===== config.mk =====
export PLATFORM = sky130hd
export DESIGN_NAME = drive_to_relative_point
export DESIGN_NICKNAME = d
export VERILOG_FILES = /design/src/rtl/dtrp_pkg.sv /design/src/rtl/dtrp_sqrt.sv /design/src/rtl/dtrp_div.sv /design/src/rtl/dtrp_rot.sv /design/src/rtl/drive_to_relative_point.sv
export SDC_FILE = /design/constraint.sdc
export NUM_CORES = 2
export LEC_CHECK = 0
export ABC_CLOCK_PERIOD_IN_PS = 11950
export BUFFER_PORTS_ARGS = -buffer_cell sky130_fd_sc_hd__buf_2
export CORE_MARGIN = 4
export CORE_UTILIZATION = 65
export DETAILED_ROUTE_END_ITERATION = 10
export PLACE_DENSITY_LB_ADDON = 0.05
export SYNTH_ARGS = -nofsm -noshare
export SYNTH_HDL_FRONTEND = slang
export SYNTH_SLANG_ARGS = --single-unit

===== constraint.sdc =====
create_clock -name i_clk -period 11.95 [get_ports i_clk]
set_clock_uncertainty 0.2 [all_clocks]
set_input_delay 2.9875 -clock i_clk [delete_from_list [all_inputs] [get_ports i_clk]]
set_output_delay 2.9875 -clock i_clk [all_outputs]
set_load 0.005 [all_outputs]

===== src/rtl/dtrp_pkg.sv =====
`timescale 1ns / 1ps
// ----------------------------------------------------------------------------
// dtrp_pkg
// Types and constants shared by the drive-to-relative-point controller.
// ----------------------------------------------------------------------------
package dtrp_pkg;

    localparam int MAG_W   = 31;
    localparam int SPEED_W = 15;
    localparam int ROOT_W  = 32;
    localparam int RAD_W   = 2 * ROOT_W;
    localparam int NUM_W   = MAG_W + SPEED_W;
    localparam int QUOT_W  = 16;
    localparam int OUT_W   = 16;
    localparam int CIDX_W  = 3;
    localparam int CDAT_W  = 32;

    typedef enum logic [1:0] {
        ACT_START  = 2'd0,
        ACT_UPDATE = 2'd1,
        ACT_TICK   = 2'd2
    } t_action;

    localparam logic [1:0] CAUSE_NONE    = 2'd0;
    localparam logic [1:0] CAUSE_REACHED = 2'd1;
    localparam logic [1:0] CAUSE_TIMEOUT = 2'd2;

    localparam logic [CIDX_W-1:0] REG_OFFSET_X   = 3'd0;
    localparam logic [CIDX_W-1:0] REG_OFFSET_Y   = 3'd1;
    localparam logic [CIDX_W-1:0] REG_TGT_HDG    = 3'd2;
    localparam logic [CIDX_W-1:0] REG_SPEED      = 3'd3;
    localparam logic [CIDX_W-1:0] REG_THRESHOLD  = 3'd4;
    localparam logic [CIDX_W-1:0] REG_TIMEOUT    = 3'd5;
    localparam logic [CIDX_W-1:0] REG_STOP       = 3'd6;

endpackage


===== src/rtl/dtrp_sqrt.sv =====
`timescale 1ns / 1ps
// ----------------------------------------------------------------------------
// dtrp_sqrt
// Bit-serial integer square root, one root bit per cycle.
// ----------------------------------------------------------------------------
module dtrp_sqrt import dtrp_pkg::*; (
    input  logic              i_clk,
    input  logic              i_rst_n,
    input  logic              i_start,
    input  logic [RAD_W-1:0]  i_radicand,
    output logic              o_busy,
    output logic [ROOT_W-1:0] o_root
);

    localparam int REM_W = ROOT_W + 2;
    localparam int CNT_W = $clog2(ROOT_W + 1);

    logic [RAD_W-1:0]  r_rad;
    logic [REM_W-1:0]  r_rem;
    logic [ROOT_W-1:0] r_root;
    logic [CNT_W-1:0]  r_cnt;
    logic              r_busy;

    logic [REM_W+1:0]  trial;
    logic [REM_W+1:0]  cand;
    logic              ge;

    assign trial = {r_rem, r_rad[RAD_W-1 -: 2]};
    assign cand  = {2'b00, r_root, 2'b01};
    assign ge    = (trial >= cand);

    always_ff @(posedge i_clk) begin
        if (!i_rst_n) begin
            r_busy <= 1'b0;
            r_cnt  <= '0;
        end else if (i_start) begin
            r_busy <= 1'b1;
            r_cnt  <= CNT_W'(ROOT_W);
            r_rad  <= i_radicand;
            r_rem  <= '0;
            r_root <= '0;
        end else if (r_busy) begin
            r_rad  <= {r_rad[RAD_W-3:0], 2'b00};
            r_rem  <= ge ? REM_W'(trial - cand) : REM_W'(trial);
            r_root <= {r_root[ROOT_W-2:0], ge};
            r_cnt  <= r_cnt - 1'b1;
            if (r_cnt == CNT_W'(1)) begin
                r_busy <= 1'b0;
            end
        end
    end

    assign o_busy = r_busy;
    assign o_root = r_root;

endmodule


===== src/rtl/dtrp_div.sv =====
`timescale 1ns / 1ps
// ----------------------------------------------------------------------------
// dtrp_div
// Bit-serial restoring divider for the translation command, one quotient
// bit per cycle. The quotient is known to fit in sixteen bits.
// ----------------------------------------------------------------------------
module dtrp_div import dtrp_pkg::*; (
    input  logic              i_clk,
    input  logic              i_rst_n,
    input  logic              i_start,
    input  logic [NUM_W-1:0]  i_num,
    input  logic [ROOT_W-1:0] i_den,
    output logic              o_busy,
    output logic [QUOT_W-1:0] o_quot
);

    localparam int CNT_W = $clog2(QUOT_W + 1);

    logic [ROOT_W-1:0] r_rem;
    logic [ROOT_W-1:0] r_den;
    logic [QUOT_W-1:0] r_lo;
    logic [QUOT_W-1:0] r_quot;
    logic [CNT_W-1:0]  r_cnt;
    logic              r_busy;

    logic [ROOT_W:0]   trial;
    logic              ge;

    assign trial = {r_rem, r_lo[QUOT_W-1]};
    assign ge    = (trial >= {1'b0, r_den});

    always_ff @(posedge i_clk) begin
        if (!i_rst_n) begin
            r_busy <= 1'b0;
            r_cnt  <= '0;
        end else if (i_start) begin
            r_busy <= 1'b1;
            r_cnt  <= CNT_W'(QUOT_W);
            r_rem  <= ROOT_W'(i_num[NUM_W-1:QUOT_W]);
            r_lo   <= i_num[QUOT_W-1:0];
            r_den  <= i_den;
            r_quot <= '0;
        end else if (r_busy) begin
            r_rem  <= ge ? ROOT_W'(trial - {1'b0, r_den}) : ROOT_W'(trial);
            r_lo   <= {r_lo[QUOT_W-2:0], 1'b0};
            r_quot <= {r_quot[QUOT_W-2:0], ge};
            r_cnt  <= r_cnt - 1'b1;
            if (r_cnt == CNT_W'(1)) begin
                r_busy <= 1'b0;
            end
        end
    end

    assign o_busy = r_busy;
    assign o_quot = r_quot;

endmodule


===== src/rtl/dtrp_rot.sv =====
`timescale 1ns / 1ps
// ----------------------------------------------------------------------------
// dtrp_rot
// Rotation command: heading error scaled by 0.05 per degree and clamped to
// 0.75, using a bit-serial divide by five.
// ----------------------------------------------------------------------------
module dtrp_rot import dtrp_pkg::*; #(
    parameter int VEL_FRAC_BITS = 15
) (
    input  logic             i_clk,
    input  logic             i_rst_n,
    input  logic             i_start,
    input  logic [31:0]      i_err_mag,
    input  logic             i_err_neg,
    output logic             o_busy,
    output logic [OUT_W-1:0] o_vel_rot
);

    // The error in 1/256 degree times 0.05 equals the error times 2^F / 5120.
    localparam int NW    = 12 + VEL_FRAC_BITS;
    localparam int VW    = VEL_FRAC_BITS + 2;
    localparam int CNT_W = $clog2(NW + 1);
    localparam logic [VW-1:0] RMAX = VW'(3) << (VEL_FRAC_BITS - 2);

    logic [NW-1:0]    r_num;
    logic [NW-1:0]    r_quo;
    logic [2:0]       r_rem;
    logic [CNT_W-1:0] r_cnt;
    logic             r_busy;
    logic             r_big;
    logic             r_neg;

    logic [3:0]       trial;
    logic             ge;
    logic [VW-1:0]    vr;
    logic [VW-1:0]    mag;
    logic [31:0]      mag32;
    logic [31:0]      sgn32;

    assign trial = {r_rem, r_num[NW-1]};
    assign ge    = (trial >= 4'd5);

    always_ff @(posedge i_clk) begin
        if (!i_rst_n) begin
            r_busy <= 1'b0;
            r_cnt  <= '0;
        end else if (i_start) begin
            r_busy <= 1'b1;
            r_cnt  <= CNT_W'(NW);
            r_num  <= {i_err_mag[11:0], {VEL_FRAC_BITS{1'b0}}};
            r_quo  <= '0;
            r_rem  <= '0;
            r_big  <= (i_err_mag[31:12] != '0);
            r_neg  <= i_err_neg;
        end else if (r_busy) begin
            r_rem <= ge ? 3'(trial - 4'd5) : 3'(trial);
            r_quo <= {r_quo[NW-2:0], ge};
            r_num <= {r_num[NW-2:0], 1'b0};
            r_cnt <= r_cnt - 1'b1;
            if (r_cnt == CNT_W'(1)) begin
                r_busy <= 1'b0;
            end
        end
    end

    assign vr    = r_quo[NW-1:10];
    assign mag   = (r_big || (vr > RMAX)) ? RMAX : vr;
    assign mag32 = 32'(mag);
    assign sgn32 = r_neg ? (32'd0 - mag32) : mag32;

    assign o_busy    = r_busy;
    assign o_vel_rot = sgn32[OUT_W-1:0];

endmodule


===== src/rtl/drive_to_relative_point.sv =====
`timescale 1ns / 1ps
// ----------------------------------------------------------------------------
// drive_to_relative_point
// Drives toward a goal latched at start as position plus offset. Each update
// gives a translation command along the goal vector and a clamped rotation
// command toward the target heading; ticks run an optional timeout.
//
//   Channel   Signals                                   Direction
//   input     i_in_valid / o_in_ready, action, pos, yaw  in
//   result    o_out_valid / i_out_ready, vel, finish     out
//   config    i_cfg_we, i_cfg_idx, i_cfg_wdata           in
//
// Start, tick and ignored items go from S_EXEC to S_PUT, which raises the
// result valid once the output register is free. An update first shifts
// both deltas right once per bit that the larger goal delta has beyond 31
// bits, then runs the serial root (one bit per cycle) and two serial divides
// (one quotient bit per cycle); at zero distance the divides are skipped.
// Reset is synchronous and clears the goal, the latches and the tick count.
// One item is in work at a time; a finished result waits in the output
// register while the next item is taken.
// ----------------------------------------------------------------------------
module drive_to_relative_point import dtrp_pkg::*; #(
    parameter int POS_WIDTH     = 32,
    parameter int VEL_FRAC_BITS = 15
) (
    input  logic                 i_clk,
    input  logic                 i_rst_n,
    input  logic                 i_cfg_we,
    input  logic [CIDX_W-1:0]    i_cfg_idx,
    input  logic [CDAT_W-1:0]    i_cfg_wdata,
    input  logic                 i_in_valid,
    output logic                 o_in_ready,
    input  logic [1:0]           i_action,
    input  logic [POS_WIDTH-1:0] i_pos_x,
    input  logic [POS_WIDTH-1:0] i_pos_y,
    input  logic [31:0]          i_yaw,
    output logic                 o_out_valid,
    input  logic                 i_out_ready,
    output logic [OUT_W-1:0]     o_vel_x,
    output logic [OUT_W-1:0]     o_vel_y,
    output logic [OUT_W-1:0]     o_vel_rot,
    output logic                 o_finished,
    output logic [1:0]           o_finish_cause,
    output logic                 o_stop_drive
);

    localparam int SW = ((POS_WIDTH > 32) ? POS_WIDTH : 32) + 1;
    localparam int DW = POS_WIDTH + 1;
    localparam int MW = (DW > 32) ? DW : 32;
    localparam logic [SW-1:0] PMAX = SW'({(POS_WIDTH-1){1'b1}});
    localparam logic [SW-1:0] PMIN = ~PMAX;

    typedef enum logic [3:0] {
        S_IDLE, S_EXEC, S_NORM, S_SQX, S_SQY, S_ROOT_GO, S_ROOT_WAIT,
        S_MULX, S_DIVX, S_MULY, S_DIVY, S_FIN, S_PUT
    } t_state;

    t_state r_state;

    logic [31:0]          r_off_x, r_off_y, r_tgt_hdg;
    logic [SPEED_W-1:0]   r_speed;
    logic [15:0]          r_thresh;
    logic [23:0]          r_tmo;
    logic                 r_stop;

    logic [POS_WIDTH-1:0] r_goal_x, r_goal_y;
    logic                 r_reached, r_running;
    logic [23:0]          r_ticks;

    logic [1:0]           r_act;
    logic [POS_WIDTH-1:0] r_px, r_py;
    logic [31:0]          r_yaw;

    logic [MW-1:0]        r_ax, r_ay;
    logic                 r_dx_neg, r_dy_neg, r_shifted;
    logic [RAD_W-1:0]     r_sum, r_sq;
    logic [ROOT_W-1:0]    r_root;
    logic [NUM_W-1:0]     r_prod;
    logic                 r_div_go;

    logic [OUT_W-1:0]     r_vx, r_vy;
    logic                 r_fin, r_sdrv;
    logic [1:0]           r_cause;

    logic                 r_out_valid;
    logic [OUT_W-1:0]     r_o_vx, r_o_vy, r_o_vrot;
    logic                 r_o_fin, r_o_sdrv;
    logic [1:0]           r_o_cause;

    logic [SW-1:0]        sum_x, sum_y;
    logic [DW-1:0]        dx, dy, ax_d, ay_d;
    logic [32:0]          err, err_mag;
    logic [23:0]          n_ticks;
    logic [MAG_W-1:0]     ax31, ay31, mul_a, mul_b;
    logic [2*MAG_W-1:0]   mul_p;
    logic                 sqrt_start, sqrt_busy, div_busy, rot_start, rot_busy;
    logic [ROOT_W-1:0]    root;
    logic [QUOT_W-1:0]    quot;
    logic [OUT_W-1:0]     vel_rot, q_neg;
    logic                 wide;

    always_ff @(posedge i_clk) begin
        if (!i_rst_n) begin
            r_off_x   <= '0;
            r_off_y   <= '0;
            r_tgt_hdg <= '0;
            r_speed   <= '0;
            r_thresh  <= 16'd256;
            r_tmo     <= '0;
            r_stop    <= 1'b0;
        end else if (i_cfg_we) begin
            case (i_cfg_idx)
                REG_OFFSET_X:  r_off_x   <= i_cfg_wdata;
                REG_OFFSET_Y:  r_off_y   <= i_cfg_wdata;
                REG_TGT_HDG:   r_tgt_hdg <= i_cfg_wdata;
                REG_SPEED:     r_speed   <= i_cfg_wdata[SPEED_W-1:0];
                REG_THRESHOLD: r_thresh  <= i_cfg_wdata[15:0];
                REG_TIMEOUT:   r_tmo     <= i_cfg_wdata[23:0];
                REG_STOP:      r_stop    <= i_cfg_wdata[0];
                default: ;
            endcase
        end
    end

    assign sum_x = SW'($signed(r_px)) + SW'($signed(r_off_x));
    assign sum_y = SW'($signed(r_py)) + SW'($signed(r_off_y));
    assign dx    = DW'($signed(r_goal_x)) - DW'($signed(r_px));
    assign dy    = DW'($signed(r_goal_y)) - DW'($signed(r_py));
    assign ax_d  = dx[DW-1] ? (DW'(0) - dx) : dx;
    assign ay_d  = dy[DW-1] ? (DW'(0) - dy) : dy;
    assign err   = 33'($signed(r_tgt_hdg)) - 33'($signed(r_yaw));
    assign err_mag = err[32] ? (33'd0 - err) : err;
    assign n_ticks = (r_ticks != '1) ? (r_ticks + 24'd1) : r_ticks;

    assign ax31 = r_ax[MAG_W-1:0];
    assign ay31 = r_ay[MAG_W-1:0];
    assign wide = ((r_ax | r_ay) >> MAG_W) != '0;

    always_comb begin
        mul_a = ax31;
        mul_b = ax31;
        case (r_state)
            S_SQY:  begin mul_a = ay31; mul_b = ay31; end
            S_MULX: begin mul_a = ax31; mul_b = MAG_W'(r_speed); end
            S_MULY: begin mul_a = ay31; mul_b = MAG_W'(r_speed); end
            default: ;
        endcase
    end
    assign mul_p = mul_a * mul_b;

    assign sqrt_start = (r_state == S_ROOT_GO);
    assign rot_start  = (r_state == S_EXEC) && (r_act == ACT_UPDATE) && r_running;
    assign q_neg      = OUT_W'(0) - quot;

    dtrp_sqrt u_sqrt (
        .i_clk      (i_clk),
        .i_rst_n    (i_rst_n),
        .i_start    (sqrt_start),
        .i_radicand (r_sum + r_sq),
        .o_busy     (sqrt_busy),
        .o_root     (root)
    );

    dtrp_div u_div (
        .i_clk   (i_clk),
        .i_rst_n (i_rst_n),
        .i_start (r_div_go),
        .i_num   (r_prod),
        .i_den   (r_root),
        .o_busy  (div_busy),
        .o_quot  (quot)
    );

    dtrp_rot #(
        .VEL_FRAC_BITS (VEL_FRAC_BITS)
    ) u_rot (
        .i_clk     (i_clk),
        .i_rst_n   (i_rst_n),
        .i_start   (rot_start),
        .i_err_mag (err_mag[31:0]),
        .i_err_neg (err[32]),
        .o_busy    (rot_busy),
        .o_vel_rot (vel_rot)
    );

    always_ff @(posedge i_clk) begin
        if (!i_rst_n) begin
            r_state     <= S_IDLE;
            r_goal_x    <= '0;
            r_goal_y    <= '0;
            r_reached   <= 1'b0;
            r_running   <= 1'b0;
            r_ticks     <= '0;
            r_out_valid <= 1'b0;
            r_div_go    <= 1'b0;
        end else begin
            r_div_go <= 1'b0;
            if (r_out_valid && i_out_ready) begin
                r_out_valid <= 1'b0;
            end
            case (r_state)
                S_IDLE: begin
                    if (i_in_valid) begin
                        r_act   <= i_action;
                        r_px    <= i_pos_x;
                        r_py    <= i_pos_y;
                        r_yaw   <= i_yaw;
                        r_state <= S_EXEC;
                    end
                end
                S_EXEC: begin
                    r_vx    <= '0;
                    r_vy    <= '0;
                    r_fin   <= 1'b0;
                    r_cause <= CAUSE_NONE;
                    r_sdrv  <= 1'b0;
                    r_state <= S_PUT;
                    case (r_act)
                        ACT_START: begin
                            if ($signed(sum_x) > $signed(PMAX)) begin
                                r_goal_x <= PMAX[POS_WIDTH-1:0];
                            end else if ($signed(sum_x) < $signed(PMIN)) begin
                                r_goal_x <= PMIN[POS_WIDTH-1:0];
                            end else begin
                                r_goal_x <= sum_x[POS_WIDTH-1:0];
                            end
                            if ($signed(sum_y) > $signed(PMAX)) begin
                                r_goal_y <= PMAX[POS_WIDTH-1:0];
                            end else if ($signed(sum_y) < $signed(PMIN)) begin
                                r_goal_y <= PMIN[POS_WIDTH-1:0];
                            end else begin
                                r_goal_y <= sum_y[POS_WIDTH-1:0];
                            end
                            r_reached <= 1'b0;
                            r_ticks   <= '0;
                            r_running <= 1'b1;
                        end
                        ACT_UPDATE: begin
                            if (r_running) begin
                                r_ax      <= MW'(ax_d);
                                r_ay      <= MW'(ay_d);
                                r_dx_neg  <= dx[DW-1];
                                r_dy_neg  <= dy[DW-1];
                                r_shifted <= 1'b0;
                                r_state   <= S_NORM;
                            end
                        end
                        ACT_TICK: begin
                            if (r_running) begin
                                r_ticks <= n_ticks;
                                if ((r_tmo != '0) && (n_ticks >= r_tmo)) begin
                                    r_fin     <= 1'b1;
                                    r_cause   <= CAUSE_TIMEOUT;
                                    r_sdrv    <= r_stop;
                                    r_running <= 1'b0;
                                end
                            end
                        end
                        default: ;
                    endcase
                end
                S_NORM: begin
                    if (wide) begin
                        r_ax      <= r_ax >> 1;
                        r_ay      <= r_ay >> 1;
                        r_shifted <= 1'b1;
                    end else begin
                        r_state <= S_SQX;
                    end
                end
                S_SQX: begin
                    r_sum   <= RAD_W'(mul_p);
                    r_state <= S_SQY;
                end
                S_SQY: begin
                    r_sq    <= RAD_W'(mul_p);
                    r_state <= S_ROOT_GO;
                end
                S_ROOT_GO: begin
                    r_state <= S_ROOT_WAIT;
                end
                S_ROOT_WAIT: begin
                    if (!sqrt_busy) begin
                        r_root  <= root;
                        r_state <= (root == '0) ? S_FIN : S_MULX;
                    end
                end
                S_MULX: begin
                    r_prod   <= mul_p[NUM_W-1:0];
                    r_div_go <= 1'b1;
                    r_state  <= S_DIVX;
                end
                S_DIVX: begin
                    if (!r_div_go && !div_busy) begin
                        r_vx    <= r_dx_neg ? q_neg : quot;
                        r_state <= S_MULY;
                    end
                end
                S_MULY: begin
                    r_prod   <= mul_p[NUM_W-1:0];
                    r_div_go <= 1'b1;
                    r_state  <= S_DIVY;
                end
                S_DIVY: begin
                    if (!r_div_go && !div_busy) begin
                        r_vy    <= r_dy_neg ? q_neg : quot;
                        r_state <= S_FIN;
                    end
                end
                S_FIN: begin
                    if (!rot_busy) begin
                        if (r_reached || (!r_shifted && (r_root <= ROOT_W'(r_thresh)))) begin
                            r_reached <= 1'b1;
                            r_fin     <= 1'b1;
                            r_cause   <= CAUSE_REACHED;
                            r_sdrv    <= r_stop;
                            r_running <= 1'b0;
                        end
                        r_state <= S_PUT;
                    end
                end
                S_PUT: begin
                    if (!r_out_valid || i_out_ready) begin
                        r_out_valid <= 1'b1;
                        r_o_vx      <= r_vx;
                        r_o_vy      <= r_vy;
                        r_o_vrot    <= (r_act == ACT_UPDATE && r_running) ||
                                       (r_act == ACT_UPDATE && r_cause == CAUSE_REACHED)
                                       ? vel_rot : '0;
                        r_o_fin     <= r_fin;
                        r_o_cause   <= r_cause;
                        r_o_sdrv    <= r_sdrv;
                        r_state     <= S_IDLE;
                    end
                end
                default: r_state <= S_IDLE;
            endcase
        end
    end

    assign o_in_ready     = (r_state == S_IDLE);
    assign o_out_valid    = r_out_valid;
    assign o_vel_x        = r_o_vx;
    assign o_vel_y        = r_o_vy;
    assign o_vel_rot      = r_o_vrot;
    assign o_finished     = r_o_fin;
    assign o_finish_cause = r_o_cause;
    assign o_stop_drive   = r_o_sdrv;

    a_cause_matches: assert property (@(posedge i_clk) disable iff (!i_rst_n)
        o_out_valid |-> (o_finished == (o_finish_cause != CAUSE_NONE)))
        else $error("finish flag and cause disagree");

    a_stop_needs_finish: assert property (@(posedge i_clk) disable iff (!i_rst_n)
        (o_out_valid && o_stop_drive) |-> o_finished)
        else $error("drive stop without finish");

    a_busy_after_transfer: assert property (@(posedge i_clk) disable iff (!i_rst_n)
        (i_in_valid && o_in_ready) |=> !o_in_ready)
        else $error("input taken while an item is in work");

    a_no_run_after_finish: assert property (@(posedge i_clk) disable iff (!i_rst_n)
        (r_state == S_PUT && r_fin) |-> !r_running)
        else $error("finished item left the maneuver running");

endmodule


# Yosys cells after proc, flatten, opt, wreduce, memory -nomap -nowiden
# Cells that the tools add are included.
[totals]
ff_bits = 1008
latchBits = 0
ramBits = 0
rom_bits = 0
inputBits = 138
out_inout_bits = 54
elab_cells = 301
memories = 0
[classes]
n_addsub = 18
multipliers = 1
div = 0
n_lt_le_gt_ge = 10
eq_ne = 39
shifts = 0
n_mux = 104
bitwise = 3
n_reduce_logical = 64
[ops]
columns = ["cell", "count"]
rows = [
  ["33-bit two-way mux", 8],
  ["32-bit two-way mux", 8],
  ["16-bit two-way mux", 9],
  ["33-bit one-hot mux with 2 select lines", 2],
  ["64-bit two-way mux", 2],
  ["32-bit by 32-bit subtractor with 33-bit output", 3],
  ["27-bit two-way mux", 3],
  ["34-bit two-way mux", 2],
  ["32-bit by 32-bit adder with 33-bit output", 2],
  ["33-bit by 32-bit greater-than comparator with 1-bit output (second input constant)", 2],
  ["33-bit by 32-bit < comparator with 1-bit output (second input constant)", 2],
  ["1-bit by 33-bit subtractor with 33-bit output (first input constant)", 2],
  ["16-bit one-hot mux with 2 select lines", 2],
  ["62-bit by 62-bit adder with 63-bit output", 1],
  ["31-bit by 31-bit multiplier with 62-bit output", 1],
  ["31-bit one-hot mux with 2 select lines", 1],
  ["4-bit one-hot mux with 13 select lines", 1],
  ["24-bit two-way mux", 2],
  ["24-bit one-hot mux with 2 select lines", 1],
  ["4-bit two-way mux", 10],
  ["36-bit by 34-bit greater-or-equal comparator with 1-bit output", 1],
  ["34-bit subtractor", 1],
  ["33-bit by 32-bit greater-or-equal comparator with 1-bit output", 1],
  ["33-bit OR", 1],
  ["53 further kinds", 171],
]

# Depth between registers and ports, before layout
[logic_depth]
depth_word = 8
mapped_depth = 42
depth_no_buf = 37

# Cells and area by module
# From an unflattened synthesis, not the netlist that was laid out.
[unflattened]
cells_unflattened = 9377
hier_area_um2 = 87980.6
[modules_own_cells]
columns = ["mod", "instances", "cells_per_inst", "area_per_inst_um2", "seq_area_each_um2"]
rows = [
  ["drive_to_relative_point", 1, 7981, 71721.3, 18687.9],
  ["dtrp_sqrt", 1, 630, 7622.3, 4043.9],
  ["dtrp_div", 1, 536, 5989.5, 3002.9],
  ["dtrp_rot", 1, 230, 2647.5, 1441.4],
]

# Least setup slack after synthesis
# Ideal clock, no wire load.
[synth_timing]
kind = "reg-to-reg"
from = "register r_state[0]"
to = "register r_sq[55] (data pin)"
setup_ps = 262
arrival_time_ps = 9447
t_required_ps = 11488
slack_ps = 2041
path_stages_with_launch = 35
path_buffers = 3
synth_period_minus_slack_ps = 9909
path_cell_list = "dfxtp_1 -> clkbuf_1 -> nand2_1 -> nor2_1 -> a21oi_1 -> nor2_1 -> clkbuf_1 -> buf_1 -> mux2i_1 -> nor2_1 -> fa_1 -> fa_1 -> fa_1 -> inv_1 -> fa_1 -> inv_1 -> fa_1 -> fa_1 -> fa_1 -> inv_1 -> fa_1 -> inv_1 -> ha_1 -> a21o_1 -> a21o_1 -> a21oi_1 -> o21ai_0 -> a21o_1 -> o2111ai_1 -> a21oi_1 -> a211oi_1 -> nor3_1 -> or2_2 -> a221o_1 -> xnor2_1"
[synth_via]
elab_chain_cells = 4
word_cells_on_any_way = 8
classes_between = "1 x mul; 3 x eq/ne; 2 x mux; 2 x reduce/logical"
[synth_lines]
columns = ["item", "line_no", "text"]
rows = [
  ["start, declared", "drive_to_relative_point.sv:58", "t_state r_state;"],
  ["start signal, assigned", "drive_to_relative_point.sv:285", "r_state <= (root == '0) ? S_FIN : S_MULX;"],
  ["4-bit equality test or 4-bit by 3-bit equality test with 1-bit output (tied branches)", "drive_to_relative_point.sv:142", "case (r_state)"],
  ["2-bit OR reduction (no line)", "n/a", ""],
  ["31-bit one-hot mux with 2 select lines or 31-bit two-way mux (tied branches)", "drive_to_relative_point.sv:142", ""],
  ["31-bit by 31-bit multiplier with 62-bit output *", "drive_to_relative_point.sv:149", "assign mul_p = mul_a * mul_b;"],
  ["named net mul_p[55]", "drive_to_relative_point.sv:95", "logic [2*MAG_W-1:0] mul_p;"],
  ["end signal, assigned", "drive_to_relative_point.sv:276", "r_sq <= RAD_W'(mul_p);"],
  ["end, declared", "drive_to_relative_point.sv:76", "logic [RAD_W-1:0] r_sum, r_sq;"],
]
# Mark *: on every way through the listed nets, which the timed path passes. The rest lies on a longest branch.
# A chain may end at the register's enable or synchronous reset.

# Worst setup path after layout
[layout_timing]
from = "register r_state[0]"
to = "register r_sum[59] (data pin)"
[layout_via]
elab_chain_cells = 4
word_cells_on_any_way = 8
classes_between = "1 x mul; 3 x eq/ne; 2 x mux; 2 x reduce/logical"
[layout_lines]
columns = ["item", "line_no", "text"]
rows = [
  ["4-bit equality test or 4-bit by 3-bit equality test with 1-bit output (tied branches)", "drive_to_relative_point.sv:142", ""],
  ["2-bit OR reduction (no line)", "n/a", ""],
  ["31-bit one-hot mux with 2 select lines or 31-bit two-way mux (tied branches)", "drive_to_relative_point.sv:142", ""],
  ["31-bit by 31-bit multiplier with 62-bit output *", "drive_to_relative_point.sv:149", ""],
  ["named net mul_p[59]", "drive_to_relative_point.sv:95", ""],
  ["end signal, assigned", "drive_to_relative_point.sv:272", "r_sum <= RAD_W'(mul_p);"],
  ["end, declared", "drive_to_relative_point.sv:76", ""],
]
# Marks and branches as above.

==> impl_metrics.yaml <==
run_status:
  status: "finished, final reports clean"
yosys:
  syn_avg_cell_area_sq_um: 9.42
  netlist_area_sq_um: 86500
  yosys.area_share.simple_pct: 14.4
  ys_seq_elements: 994
  yosys_warnings: 0
  netlist_instances: 9185
  synthDistinctLibCells: 106
  synthMuxAreaShare_pct: 1.21
  ys_async_sr_fraction_pct: 0
  synth.yosys.seq_area_share_pct: 31.4
  ys.flop_type: "edfxtp_1"
  syn_nets: 10764
  synthXorXnorAreaFrac_pct: 4.31
  synth_adder_area_share_pct: 28.2
  synth_top_family_by_area: "adder cells"
  synth_edf_count: 727
  synth-compound-area-share_pct: 13.6
clock_tree:
  cts_made_buffers: 107
  clk_path_buf_depth: 3
  clk_latency_ns: 0.75
  cts_resized: 0
  cts_tree: "yes"
  clk_pin_slew_ns: 0.06
  htreeDepth: 3
  post-cts-setup-buffers: 0
  clk_root_buffer_cell: "clkbuf_16"
  postCtsHoldBufs: 0
  numClockSinks: 994
critical_path:
  critPathRequiredTime_ns: 12.18
  crit_arrival_ns: 11.64
  cp_max_fo: 18
  reg2reg_from: "r_state[0]"
  cp_slowest_stage_delay_ns: 0.97
  crit_path_frequent_cell: "fa_1"
  rr_endpoint: "r_sum[59]"
  worstRegToRegCells: 31
  worstSetupEndpointType: "register"
  cp_slowest_cell: "a2111oi_0"
  cp-start-kind: "register"
  critPathKind: "register to register"
  r2r_slack_ns: 0.54
drt:
  drc: 0
  initialDrtViolationCount: 6919
  ant_nets: 0
  drt-wirelength-per-cell_microns: 23.9
  drt_wl_total_microns: 265000
  viasPerCell: 6.21
  dr_total_vias: 68774
  drt_pass1_iterations: 9
worst_hold_path:
  hold_path_depth: 0
  min_from: "r_vx[1]"
  holdCritPathClass: "register to register"
  min_to: "o_vel_x[1]"
sta:
  min_period_ns: 11.41
  setup_ws_ns: 0.545
  clock.fmax_mhz: 87.7
  post-route-period-util_pct: 95.4
  setup_tns_ns: 0
  worstMarginPinSlew_ns: 1.32
  slew_headroom_pct: 11.9
  grt_setup_unrepaired: "false"
  hold_viol: 0
  finalSetupViolations: 0
  drv_slew: 0
die:
  die_x_microns: 373
  die_area_sq_um: 139000
  start_util_pct: 65.6
  placementRows: 133
  fp.dieH_microns: 373
  core_region_area_sq_um: 132000
  ios: 192
job:
  cap_violations: 0
grt:
  first_global_vias: 68114
  grtUsageTotal_pct: 37.6
  grt_pass1_wl_microns: 403000
  grt_antenna_before_repair: 11
  grt_max_degree: 106
  globalRouteOverflowTotal: 0
cells_and_area:
  syn_to_final_growth_pct: 7.74
  fin_nets: 10803
  stdcell_area_sq_um: 93200
  fill_cells: 10052
  drive_gt1_share_pct: 6.82
place:
  io_buffers: 191
  placedInstanceArea_sq_um: 89300
  finalWeightedCongestion: 1.06
  dp_hpwl_microns: 203000
  dpl_worst_slack_ns: 0.572
## worst max-delay path by stage
stage,cells after the start,slack (ns),start,to
floorplan,34,2.04,r_state[0],r_sq[55]
global placement,35,0.73,r_state[0],r_sum[59]
detailed placement,35,0.57,r_state[0],r_sum[59]
CTS,35,0.53,r_state[0],r_sq[59]
global route,35,0.11,r_state[0],r_sq[59]
finish,31,0.54,r_state[0],r_sum[59]
## cell usage in the layout, fill, tap and decap left out, types with 17 or more instances in the layout
master,synthesis,layout
o31ai_1,24,24
o21ai_0,392,392
buf_4,1,123
a21boi_0,188,186
xor2_1,176,176
nand4_1,52,52
nand3_1,127,126
nor2_1,796,794
xnor2_1,248,247
mux2i_1,47,40
inv_1,1194,1193
a211oi_1,38,38
dfxtp_1,267,266
fa_1,844,844
edfxtp_1,727,727
o21bai_1,40,40
o311ai_0,20,20
o21a_1,68,65
mux2_2,51,51
and3_1,68,64
or2_2,17,17
o211ai_1,29,29
and2_1,73,71
nand2_1,1253,1252
a21o_1,203,203
ha_1,597,597
nand3b_1,27,27
bufinv_16,0,21
buf_2,1,190
or3_1,41,40
clkbuf_16,0,107
a22oi_1,25,25
nor3_1,98,94
nor2b_1,85,85
a31oi_1,62,62
nand2b_1,83,83
nor4_1,37,37
a21oi_1,509,508
## stage by stage
step	hold WS, ns	utilization [%]	instances
6_report	0.216	70.7	11083
4_1_cts	0.218	70.7	11074
5_1_grt	0.219	70.7	11074
3_3_place_gp	0.201	67.7	10870
2_1_floorplan	0.200	-	9185
3_5_place_dp	0.205	67.7	10870
## kinds of logic after synthesis
kind of cell	after synthesis
buf+inv	1582
simple gates	2823
xor+xnor	425
flops	994
mux	98
fa+ha+maj	1441
compound gates	1822
## layout make-up
class	instances	area, sq um	area share [%]
Timing Repair Buffer	314	1890	2.02
Clock buffer	122	2750	2.96
Sequential cell	994	27200	29.2
Tap cell	1755	2200	2.36
Clock inverter	82	1110	1.20
Antenna cell	9	22.5	0.0242
Inverter	1198	4500	4.83
Multi-Input combinational cell	6609	53500	57.4
## synthesized netlist by cell type (62+ instances only)
master / count / area [sq um]
edfxtp_1: 727 / 21800
nor3_1: 98 / 490
clkbuf_1: 366 / 1370
fa_1: 844 / 16900
and3_1: 68 / 425
a31oi_1: 62 / 388
o21a_1: 68 / 510
xor2_1: 176 / 1540
inv_1: 1194 / 4480
nor2b_1: 85 / 532
and2_1: 73 / 457
xnor2_1: 248 / 2170
dfxtp_1: 267 / 5350
nand2b_1: 83 / 519
nand2_1: 1253 / 4700
a21boi_0: 188 / 1410
nor2_1: 796 / 2990
nand3_1: 127 / 636
a21o_1: 203 / 1520
ha_1: 597 / 7470
o21ai_0: 392 / 1960
a21oi_1: 509 / 2550
## sequential cells by signal, indices dropped and copies added (netlist names), 33 cells and up
register      flops
r_sum            62
r_sq             62
r_ay             33
r_ax             33
r_prod           46
u_sqrt.r_rem     34
u_sqrt.r_rad     64
## critical path: cells and delay by family, from the launching register on
kind | cells | cell delay [ns]
xor gates and xnor gates | 1 | 0.13
muxes | 1 | 0.82
and+or+nand+nor | 7 | 1.74
DFF | 1 | 0.67
adders and majority gates | 9 | 4.59
buffers and inverters | 5 | 0.53
AOI/OAI and AO/OA | 8 | 2.43
## layer usage
| metal | GRT usage (%) | part of all wire (%) | vias up |
|---|---|---|---|
| met5 | 0 | 0.083 | - |
| met4 | 14.8 | 4.8 | 10 |
| met3 | 11.0 | 11 | 787 |
| met2 | 57.3 | 44 | 3452 |
| met1 | 51.0 | 40 | 33707 |
| li1 | - | - | 30818 |
Power is left out: the tool's default activity adds up to more than one toggle a clock period on the data nets, which glitch-free logic cannot reach.
